`config.mk`:
```
export PLATFORM = sky130hd
export DESIGN_NAME = mfsgd_front_flat
export DESIGN_NICKNAME = d
export VERILOG_FILES = /design/src/hdl/mfsgd_pkg.sv /design/src/hdl/mfsgd_if.sv /design/src/hdl/mfsgd_front.sv /design/src/flat_wrapper.sv
export SDC_FILE = /design/constraint.sdc
export NUM_CORES = 1
export LEC_CHECK = 0
export BUFFER_PORTS_ARGS = -buffer_cell sky130_fd_sc_hd__buf_2
export CAP_MARGIN = 15
export CORE_MARGIN = 1
export CORE_UTILIZATION = 40
export CTS_CLUSTER_DIAMETER = 100
export DETAILED_ROUTE_END_ITERATION = 6
export PLACE_DENSITY = 0.71
export SYNTH_ARGS = -nofsm -noshare
export SYNTH_HDL_FRONTEND = slang
export SYNTH_SLANG_ARGS = --single-unit
```
`constraint.sdc`:
```
create_clock -name clk -period 6.5 [get_ports clk]
set_input_delay 0.65 -clock clk [delete_from_list [all_inputs] [get_ports clk]]
set_output_delay 0.65 -clock clk [all_outputs]
set_load 0.02 [all_outputs]
```
`src/hdl/mfsgd_pkg.sv`:
```
// Shared types and constants of the factor update block.
`default_nettype none
package mfsgd_pkg;

  localparam int USERS_DEF    = 1024;
  localparam int ITEMS_DEF    = 1024;
  localparam int FEATURES_DEF = 16;
  localparam int DATA_W       = 16;
  localparam int BASE_W       = 24;
  localparam int CFG_IDX_W    = 3;

  localparam logic [2:0] CMD_WR_USER = 3'd0;
  localparam logic [2:0] CMD_WR_ITEM = 3'd1;
  localparam logic [2:0] CMD_TRAIN   = 3'd2;
  localparam logic [2:0] CMD_RD_USER = 3'd3;
  localparam logic [2:0] CMD_RD_ITEM = 3'd4;

  localparam logic [CFG_IDX_W-1:0] REG_LEARNING_RATE = 3'd0;
  localparam logic [CFG_IDX_W-1:0] REG_FACTOR_REG    = 3'd1;
  localparam logic [CFG_IDX_W-1:0] REG_EXPLAIN_REG   = 3'd2;
  localparam logic [CFG_IDX_W-1:0] REG_NOVELTY_REG   = 3'd3;
  localparam logic [CFG_IDX_W-1:0] REG_DISTANCE_MODE = 3'd4;

  typedef enum logic [2:0] {
    OP_NOP, OP_WR_USER, OP_WR_ITEM, OP_TRAIN, OP_RD_USER, OP_RD_ITEM
  } op_t;

  typedef struct packed {
    op_t               op;
    logic [BASE_W-1:0] ubase;
    logic [BASE_W-1:0] ibase;
    logic [3:0]        feature;
    logic [15:0]       value;
    logic [15:0]       rating;
    logic [15:0]       expl;
    logic [15:0]       nov;
  } entry_t;

  typedef struct packed {
    logic [15:0] lr;
    logic [15:0] freg;
    logic [15:0] ereg;
    logic [15:0] nreg;
    logic        mode;
  } cfg_t;

endpackage
`default_nettype wire

```
`src/hdl/mfsgd_if.sv`:
```
// Request and response channel interfaces.
`default_nettype none
interface mfsgd_req_if;
  logic        valid;
  logic        ready;
  logic [2:0]  command;
  logic [9:0]  user_index;
  logic [9:0]  item_index;
  logic [3:0]  feature_index;
  logic signed [15:0] write_value;
  logic signed [15:0] rating;
  logic signed [15:0] explain_weight;
  logic signed [15:0] novelty_weight;
  modport source(output valid, command, user_index, item_index, feature_index,
                 write_value, rating, explain_weight, novelty_weight, input ready);
  modport sink(input valid, command, user_index, item_index, feature_index,
               write_value, rating, explain_weight, novelty_weight, output ready);
endinterface

`default_nettype wire

```
`src/hdl/mfsgd_front.sv`:
```
// Front end: range checks, command decode and a two-entry queue.
`default_nettype none
module mfsgd_front #(
  parameter int USERS    = mfsgd_pkg::USERS_DEF,
  parameter int ITEMS    = mfsgd_pkg::ITEMS_DEF,
  parameter int FEATURES = mfsgd_pkg::FEATURES_DEF
) (
  input  wire logic             clk,
  input  wire logic             rst,
  mfsgd_req_if.sink             req,
  output mfsgd_pkg::entry_t     head,
  output logic                  head_valid,
  input  wire logic             pop
);
  mfsgd_pkg::entry_t q [2];
  mfsgd_pkg::entry_t ent;
  logic              wp, rp;
  logic [1:0]        count;
  logic              uok, iok, fok, push;

  assign uok  = 32'(req.user_index) < USERS;
  assign iok  = 32'(req.item_index) < ITEMS;
  assign fok  = 32'(req.feature_index) < FEATURES;
  assign push = req.valid && req.ready;

  always_comb begin
    ent.ubase   = mfsgd_pkg::BASE_W'(32'(req.user_index) * FEATURES);
    ent.ibase   = mfsgd_pkg::BASE_W'(32'(req.item_index) * FEATURES);
    ent.feature = req.feature_index;
    ent.value   = req.write_value;
    ent.rating  = req.rating;
    ent.expl    = req.explain_weight;
    ent.nov     = req.novelty_weight;
    unique case (req.command)
      mfsgd_pkg::CMD_WR_USER: ent.op = (uok && fok) ? mfsgd_pkg::OP_WR_USER : mfsgd_pkg::OP_NOP;
      mfsgd_pkg::CMD_WR_ITEM: ent.op = (iok && fok) ? mfsgd_pkg::OP_WR_ITEM : mfsgd_pkg::OP_NOP;
      mfsgd_pkg::CMD_TRAIN:   ent.op = (uok && iok) ? mfsgd_pkg::OP_TRAIN : mfsgd_pkg::OP_NOP;
      mfsgd_pkg::CMD_RD_USER: ent.op = (uok && fok) ? mfsgd_pkg::OP_RD_USER : mfsgd_pkg::OP_NOP;
      mfsgd_pkg::CMD_RD_ITEM: ent.op = (iok && fok) ? mfsgd_pkg::OP_RD_ITEM : mfsgd_pkg::OP_NOP;
      default:                ent.op = mfsgd_pkg::OP_NOP;
    endcase
  end

  assign req.ready  = count != 2'd2;
  assign head_valid = count != 2'd0;
  assign head       = q[rp];

  always_ff @(posedge clk) begin
    if (push) begin
      q[wp] <= ent;
    end
    if (rst) begin
      wp    <= 1'b0;
      rp    <= 1'b0;
      count <= 2'd0;
    end else begin
      if (push) begin
        wp <= ~wp;
      end
      if (pop) begin
        rp <= ~rp;
      end
      count <= count + 2'(push) - 2'(pop);
    end
  end
endmodule
`default_nettype wire

```
`src/flat_wrapper.sv`:
```
// flat-port wrapper written by rule: the top's interface ports become plain ports
module mfsgd_front_flat 
#(
  parameter int USERS    = mfsgd_pkg::USERS_DEF,
  parameter int ITEMS    = mfsgd_pkg::ITEMS_DEF,
  parameter int FEATURES = mfsgd_pkg::FEATURES_DEF
)
  (clk, rst, head, head_valid, pop, req_valid, req_command, req_user_index, req_item_index, req_feature_index, req_write_value, req_rating, req_explain_weight, req_novelty_weight, req_ready);
  mfsgd_req_if req_i ();
  input  wire logic clk;
  input  wire logic rst;
  output mfsgd_pkg::entry_t head;
  output logic head_valid;
  input  wire logic pop;
  input wire logic [$bits(req_i.valid)-1:0] req_valid;
  input wire logic [$bits(req_i.command)-1:0] req_command;
  input wire logic [$bits(req_i.user_index)-1:0] req_user_index;
  input wire logic [$bits(req_i.item_index)-1:0] req_item_index;
  input wire logic [$bits(req_i.feature_index)-1:0] req_feature_index;
  input wire logic [$bits(req_i.write_value)-1:0] req_write_value;
  input wire logic [$bits(req_i.rating)-1:0] req_rating;
  input wire logic [$bits(req_i.explain_weight)-1:0] req_explain_weight;
  input wire logic [$bits(req_i.novelty_weight)-1:0] req_novelty_weight;
  output wire logic [$bits(req_i.ready)-1:0] req_ready;
  assign req_i.valid = req_valid;
  assign req_i.command = req_command;
  assign req_i.user_index = req_user_index;
  assign req_i.item_index = req_item_index;
  assign req_i.feature_index = req_feature_index;
  assign req_i.write_value = req_write_value;
  assign req_i.rating = req_rating;
  assign req_i.explain_weight = req_explain_weight;
  assign req_i.novelty_weight = req_novelty_weight;
  assign req_ready = req_i.ready;
  mfsgd_front #(.USERS(USERS), .ITEMS(ITEMS), .FEATURES(FEATURES)) u_core (.clk(clk), .rst(rst), .req(req_i), .head(head), .head_valid(head_valid), .pop(pop));
endmodule
```
==> metrics.yaml, run 1 <==
status: "finished with violations"
violations: "design-rule violations"
antenna_found_initial: 1
grt_overflow: 0
insertion_delay_ns: 0.41
drt-vias-per-instance: 4.587
switching_share_pct: 26.51
path_cells: "buf_4, mux2_4, buf_2"
drt-initial-drc-count: 164
synth-compound-area-share_pct: 0.2001
drcViolationCount: 12
arrival_ns: 2.72
yosys.area_share.simple_pct: 1.300
routabilityCongestion: 0.7244
p_total_mw: 3.097
clock_path_buffers: 2
dieArea_sq_um: 19310
finalMaxSlewViolations: 0
drive_above_1_share_pct: 56.73
finClkSkew_ns: 0.007954
p_seq_share_pct: 50.1
fin_tns_setup_ns: 0
fp-row-count: 49
synth-xor-area-share_pct: 0.3501
h-tree-depth: 4
cts_setup_buffers: 0
area.growth.synth_to_final_pct: 20.31
hpwl_um: 8596
ys_warn_count: 0
yosysSeqAreaShare_pct: 74.16
maxSlewHeadroom_pct: 33.13
grt_use_total_pct: 13.43
r2r_setup_slack_ns: 4.31
multi_input_area_sq_um: 1644
cts_buffers: 17
grt_max_degree: 52
wl_um: 12790
fmax_mhz: 297.2
cp_top_family: "flip-flops"
worst-path-buf-inv: 2
hold-path-endpoint: "u_core.q[1][37]"
vias: 3610
synth_top_family_by_area: "multiplexers"
wire_per_inst_um: 16.25
synth_cell_types: 24
root_buffer: "clkbuf_16"
period_needed_ns: 3.365
crit_slowest_cell: "dfxtp_4"
reg2regPathDepth: 3
power_density_nw_per_um2: 343.1
p_comb_share_pct: 18.7
finalHoldViolCount: 0
ant_nets: 0
worst_slack_ns: 3.135
hp-class: "in -> reg"
grt_pass1_vias: 3935
end_kind: "output pin"
top_level_ports: 216
power_switching_uw: 821.1
start_util_pct: 41.35
post-place-ws_ns: 3.533
cts_hold_buf: 0
internal_power_mw: 2.276
clkTransAtPathRegs_ns: 0.07
finalSetupViolCount: 0
dr.pass1.iters: 7
layout.nets: 641
coreArea_sq_um: 18150
leakage_nw: 3.606
ys_seq_elements: 187
rsz0062_at_grt: "false"
worst_pin_slew_ns: 1.003
seq_area_sq_um: 5569
cts_resized: 0
layout_common_cells: "187 x buf_2, 182 x edfxtp_1, 90 x mux2_4"
syn_area_per_cell_sq_um: 21.75
synthMuxAreaShare_pct: 18.16
clock_power_share_pct: 31.2
min_from: "req_rating[5]"
die_w_um: 139.0
cts.sinks: 187
max_stage_delay_ns: 1.00
hold_depth: 1
critical_path_class: "reg -> out"
grt_pass1_wl_um: 19730
post-route-period-util_pct: 51.77
syn_inst: 345
peakVddDrop_mv: 0.2378
fill_cells: 1530
rr_startpoint: "u_core.count[0]"
cp-start-kind: "flip-flop"
cap_violations: 0
io_buffers: 187
synth-adder-area-share_pct: 0.3334
syn-cell-area_sq_um: 7505
cts_tree: "done"
path_max_fanout: 51
cp.required_ns: 5.85
layout_commonest_cell: "buf_2"
r2r-end: "u_core.q[1][11]"
die_h_um: 139.0
[cells in the mapped netlist]
cell | number | share of area (%)
and2_1 | 2 | 0.17
xnor2_1 | 2 | 0.23
nor3_1 | 1 | 0.067
nor2b_1 | 2 | 0.17
and3_1 | 1 | 0.083
a21oi_1 | 1 | 0.067
buf_12 | 9 | 2.4
xor2_1 | 1 | 0.12
conb_1 | 1 | 0.050
nand3_1 | 1 | 0.067
buf_4 | 28 | 2.8
mux2_2 | 1 | 0.15
edfxtp_1 | 182 | 73
buf_6 | 1 | 0.15
dfxtp_1 | 5 | 1.3
or2_2 | 1 | 0.083
mux2_4 | 90 | 18
nor2_1 | 6 | 0.30
nand2b_1 | 1 | 0.083
ha_1 | 2 | 0.33
o21ai_0 | 2 | 0.13
nand2b_4 | 1 | 0.18
inv_1 | 2 | 0.10
nand2_1 | 2 | 0.10
[cell type report]
cell class,count,share of cell area (%)
multi-input cells,145,18.21
clock inverters,13,1.330
flip-flops and latches,187,61.68
diodes,1,0.02772
clock buffers,19,4.795
well taps,229,3.174
repair buffers,191,10.70
inverters,2,0.08315
[stage by stage]
stage | instance area [sq um] | instances | utilization (%) | hold slack [ns]
6_report | 9029 | 787 | 49.75 | 0.4184
3_5_place_dp | 8473 | 754 | 46.69 | 0.5073
4_1_cts | 9026 | 786 | 49.74 | 0.3923
3_3_place_gp | 8473 | 754 | 46.69 | 0.5000
2_1_floorplan | 7606 | 372 | - | 0.4707
5_1_grt | 9029 | 787 | 49.75 | 0.3961
[registers in the layout, summed over array words and instances, names as in the netlist, named ones only]
register      flops
u_core.rp         1
u_core.wp         1
u_core.q        182
u_core.count      2
[metal layers]
metal	vias up	global-route usage [%]	routed length, um
li1	1669	-	-
met1	1774	15.22	5136
met2	140	22.75	6427
met3	27	4.420	864
met4	0	6.784	357
met5	-	0	0
[worst reg2reg max path: cells and delay by family, from the launching register on]
kind	cells	cell delay, ns
buf+inv	1	0.67
simple gates	2	0.75
flops	1	0.35
[power groups by stage]
stage	clock, mW	sequential [mW]	combinational [mW]
after global routing	1.04	1.56	0.618
after global placement	0	1.57	0.577
after floorplan	0	1.57	0.455
after CTS	0.991	1.55	0.590
after detailed placement	0	1.58	0.588
final	0.966	1.55	0.580
[cells by family (layout without fill, tap and decap cells)]
logic type                 count (synthesis)  in the layout
xor gates and xnor gates                   3              3
DFF                                      187            187
buffers and inverters                     40            225
AOI/OAI and AO/OA                          3              3
other                                      1             29
muxes                                     91             91
and+or+nand+nor                           18             18
adders and majority gates                  2              2
[worst max path at each step]
| stage | end | cells after the start | startpoint |
|---|---|---|---|
| finish | head[77] | 3 | flip-flop |
| CTS | head[77] | 3 | flip-flop |
| global route | head[77] | 3 | flip-flop |
| global placement | head[77] | 3 | flip-flop |
| floorplan | u_core.q[0][0] | 2 | req_valid |
| detailed placement | head[77] | 3 | flip-flop |
Power figures use the tool's default switching activity.
==> run 2, diff against run 1 <==
--- a/config.mk
+++ b/config.mk
@@ -5,13 +5,14 @@
 export SDC_FILE = /design/constraint.sdc
 export NUM_CORES = 1
 export LEC_CHECK = 0
+export ABC_AREA = 1
 export BUFFER_PORTS_ARGS = -buffer_cell sky130_fd_sc_hd__buf_2
 export CAP_MARGIN = 15
 export CORE_MARGIN = 1
 export CORE_UTILIZATION = 40
 export CTS_CLUSTER_DIAMETER = 100
 export DETAILED_ROUTE_END_ITERATION = 6
-export PLACE_DENSITY = 0.71
+export PLACE_DENSITY = 0.74
 export SYNTH_ARGS = -nofsm -noshare
 export SYNTH_HDL_FRONTEND = slang
 export SYNTH_SLANG_ARGS = --single-unit
==> constraint.sdc (replaced) <==
create_clock -name clk -period 2.7 [get_ports clk]
set_input_delay 0.27 -clock clk [delete_from_list [all_inputs] [get_ports clk]]
set_output_delay 0.27 -clock clk [all_outputs]
set_load 0.02 [all_outputs]
==> metrics.yaml, run 2 <==
status: "finished with violations"  # unchanged
violations: "design-rule violations"  # unchanged
die_h_um: 138.9  # was 139.0 um
p_total_mw: 7.293  # was 3.097 mW
leakage_nw: 3.669  # was 3.606 nW
min_from: "req_feature_index[0]"  # was req_rating[5]
hold-path-endpoint: "u_core.q[1][64]"  # was u_core.q[1][37]
layout.nets: 650  # was 641
placed_area_sq_um: 8518  # was 8473 sq um
fill_cells: 1494  # was 1530
synth_commonest_cells: "182 x edfxtp_1, 90 x mux2_4, 28 x buf_4"  # unchanged
reg2regPathDepth: 5  # was 3
ys_warn_count: 0  # unchanged
post-synth-top-count-cell: "edfxtp_1"  # unchanged
yosys.area.top_type_share_pct: 72.89  # was 72.82%
top_level_ports: 216  # unchanged
wl_um: 12750  # was 12790 um
coreArea_sq_um: 18150  # unchanged
vias: 3589  # was 3610
p_seq_share_pct: 49.5  # was 50.1%
synth_edf_count: 182  # unchanged
clock_power_share_pct: 33.4  # was 31.2%
r2r-end: "u_core.q[1][80]"  # was u_core.q[1][11]
fp-row-count: 49  # unchanged
drive_above_1_share_pct: 55.85  # was 56.73%
power_density_nw_per_um2: 801.9  # was 343.1 nW/um^2
netlist_top_cells_area: "edfxtp_1 73%, mux2_4 18%, buf_4 2.8%"  # unchanged
h-tree-depth: 4  # unchanged
finalMaxSlewViolations: 0  # unchanged
yosys_most_used_dff: "edfxtp_1"  # unchanged
seq_area_sq_um: 5569  # unchanged
switching_share_pct: 24.69  # was 26.51%
syn-cell-area_sq_um: 7498  # was 7505 sq um
hpwl_um: 8826  # was 8596 um
insertion_delay_ns: 0.41  # about the same
synth_cell_types: 17  # was 24
layout_common_cells: "187 x buf_2, 182 x edfxtp_1, 90 x mux2_4"  # unchanged
finalSetupViolCount: 0  # unchanged
layout_commonest_cell: "buf_2"  # unchanged
drt-vias-per-instance: 4.526  # was 4.587
diodes: 0  # was 1
synth-async-reset-ratio_pct: 0  # unchanged
cp.required_ns: 2.43  # was 5.85 ns
cts_setup_buffers: 0  # unchanged
p_comb_share_pct: 17.1  # was 18.7%
root_buffer: "clkbuf_16"  # unchanged
hold_depth: 1  # unchanged
period_needed_ns: 2.286
cts_buffers: 17  # unchanged
grt_pass1_vias: 3838  # was 3935
grt_pass1_wl_um: 19530  # was 19730 um
fmax_mhz: 437.4
grt_use_total_pct: 13.56  # was 13.43%
cts_tree: "done"  # unchanged
finalInstanceArea_sq_um: 9095  # was 9029 sq um
internal_power_mw: 5.493  # was 2.276 mW
dr.pass1.iters: 7  # unchanged
start_util_pct: 41.32  # was 41.35%
end_kind: "output pin"  # unchanged
io_buffers: 187  # unchanged
wire_per_inst_um: 16.07  # was 16.25 um
clkTransAtPathRegs_ns: 0.07  # about the same
cap_violations: 0  # unchanged
synth_top_area_cell: "edfxtp_1"  # unchanged
cp-start-kind: "flip-flop"  # unchanged
post-route-period-util_pct: 84.68
multi_input_area_sq_um: 1607  # was 1644 sq um
syn_inst: 352  # was 345
path_max_fanout: 38  # was 51
grt_overflow: 0  # unchanged
arrival_ns: 2.02  # was 2.72 ns
drt-initial-drc-count: 206  # was 164
power_switching_mw: 1.800  # was 821.1 uW
cts_hold_buf: 0  # unchanged
r2r_setup_slack_ns: 0.91  # was 4.31 ns
routabilityCongestion: 0.7134  # was 0.7244
cts.sinks: 187  # unchanged
top_register: "u_core.q"  # unchanged
grt_max_degree: 54  # was 52
largest_reg_flops: 182  # unchanged
fin_util_pct: 50.12  # was 49.75%
die_w_um: 138.9  # was 139.0 um
worst_pin_slew_ns: 0.7259  # was 1.003 ns
antenna_found_initial: 1  # unchanged
drcViolationCount: 14  # was 12
rsz0062_at_grt: "false"  # unchanged
clock_path_buffers: 2  # unchanged
dieArea_sq_um: 19300  # was 19310 sq um
maxSlewHeadroom_pct: 51.60  # was 33.13%
ys_seq_elements: 187  # unchanged
area.growth.synth_to_final_pct: 21.29  # was 20.31%
rr_startpoint: "u_core.count[0]"  # unchanged
critical_path_class: "reg -> out"  # unchanged
hp-class: "in -> reg"  # unchanged
syn_area_per_cell_sq_um: 21.30  # was 21.75 sq um
cts_resized: 0  # unchanged
fin_tns_setup_ns: 0  # unchanged
top_regs: "u_core.q (182), u_core.count (2)"  # unchanged
peakVddDrop_mv: 0.4047  # was 0.2378 mV
finClkSkew_ns: 0.004893  # was 0.007954 ns
ant_nets: 0  # unchanged
finalHoldViolCount: 0  # unchanged
yosysSeqAreaShare_pct: 74.22  # was 74.16%
==> run 2: cell count changes after synthesis, sizes merged, moves of 2 or more <==
| cell | before | now |
|---|---|---|
| nand2 | 2 | 9 |
| nor2b | 2 | 0 |
| nand2b | 2 | 0 |
| and2 | 2 | 0 |
| a21oi | 1 | 3 |
| inv | 2 | 9 |
==> run 2: cells by family after synthesis <==
family,synth area share (%)
AOI/OAI and AO/OA,0.2669
xor gates and xnor gates,0.1168
adders and majority gates,0.3337
buffers and inverters,5.807
DFF,74.22
muxes,18.17
other,0.05001
and+or+nand+nor,1.035
==> run 2: worst max path at each step <==
| stage | startpoint | endpoint | slack [ns] | cells after the start |
|---|---|---|---|---|
| final | flip-flop | head[50] | 0.41 | 3 |
| after floorplan | u_core.count[0] | u_core.q[0][0] | 0.23 | 4 |
| after global placement | flip-flop | head[81] | 0.88 | 3 |
| after detailed placement | flip-flop | head[101] | 0.84 | 3 |
| after CTS | flip-flop | head[81] | 0.38 | 3 |
| after global routing | flip-flop | head[56] | 0.32 | 3 |
==> run 2: power groups by stage <==
stage          sequential, mW  combinational, mW  clock (mW)
2_1_floorplan            3.64              0.968           0
3_3_place_gp             3.66               1.24           0
3_5_place_dp             3.68               1.26           0
4_1_cts                  3.62               1.26        2.50
5_1_grt                  3.64               1.33        2.62
6_report                 3.61               1.25        2.44
==> run 2: critical path, stage by stage (launching register included) <==
cell and delay, ns:
dfxtp_4 0.68, buf_12 0.33, mux2_4 0.34, buf_2 0.16
==> run 2: per-layer routing <==
metal  global-route usage (%)  routed length (um)  up-vias
li1                         -                   -     1683
met1                    14.47                4895     1767
met2                    24.48                6837      130
met3                    4.834                 884        7
met4                    5.146                 114        2
met5                        0                  13        -
==> run 2: stage by stage <==
step	setup slack (ns)	hold WS [ns]	instances
2_1_floorplan	0.2272	0.3412	379
3_3_place_gp	0.8758	0.4575	763
3_5_place_dp	0.8437	0.4607	763
4_1_cts	0.3800	0.01216	793
5_1_grt	0.3202	0.01154	793
6_report	0.4136	0.03766	793
==> run 2: layout make-up <==
| class | instances | area share, % |
|---|---|---|
| Sequential cell | 187 | 61.23 |
| Clock inverter | 12 | 1.623 |
| Multi-Input combinational cell | 145 | 17.66 |
| Timing Repair Buffer | 193 | 11.20 |
| Tap cell | 229 | 3.150 |
| Inverter | 9 | 0.4127 |
| Clock buffer | 18 | 4.719 |
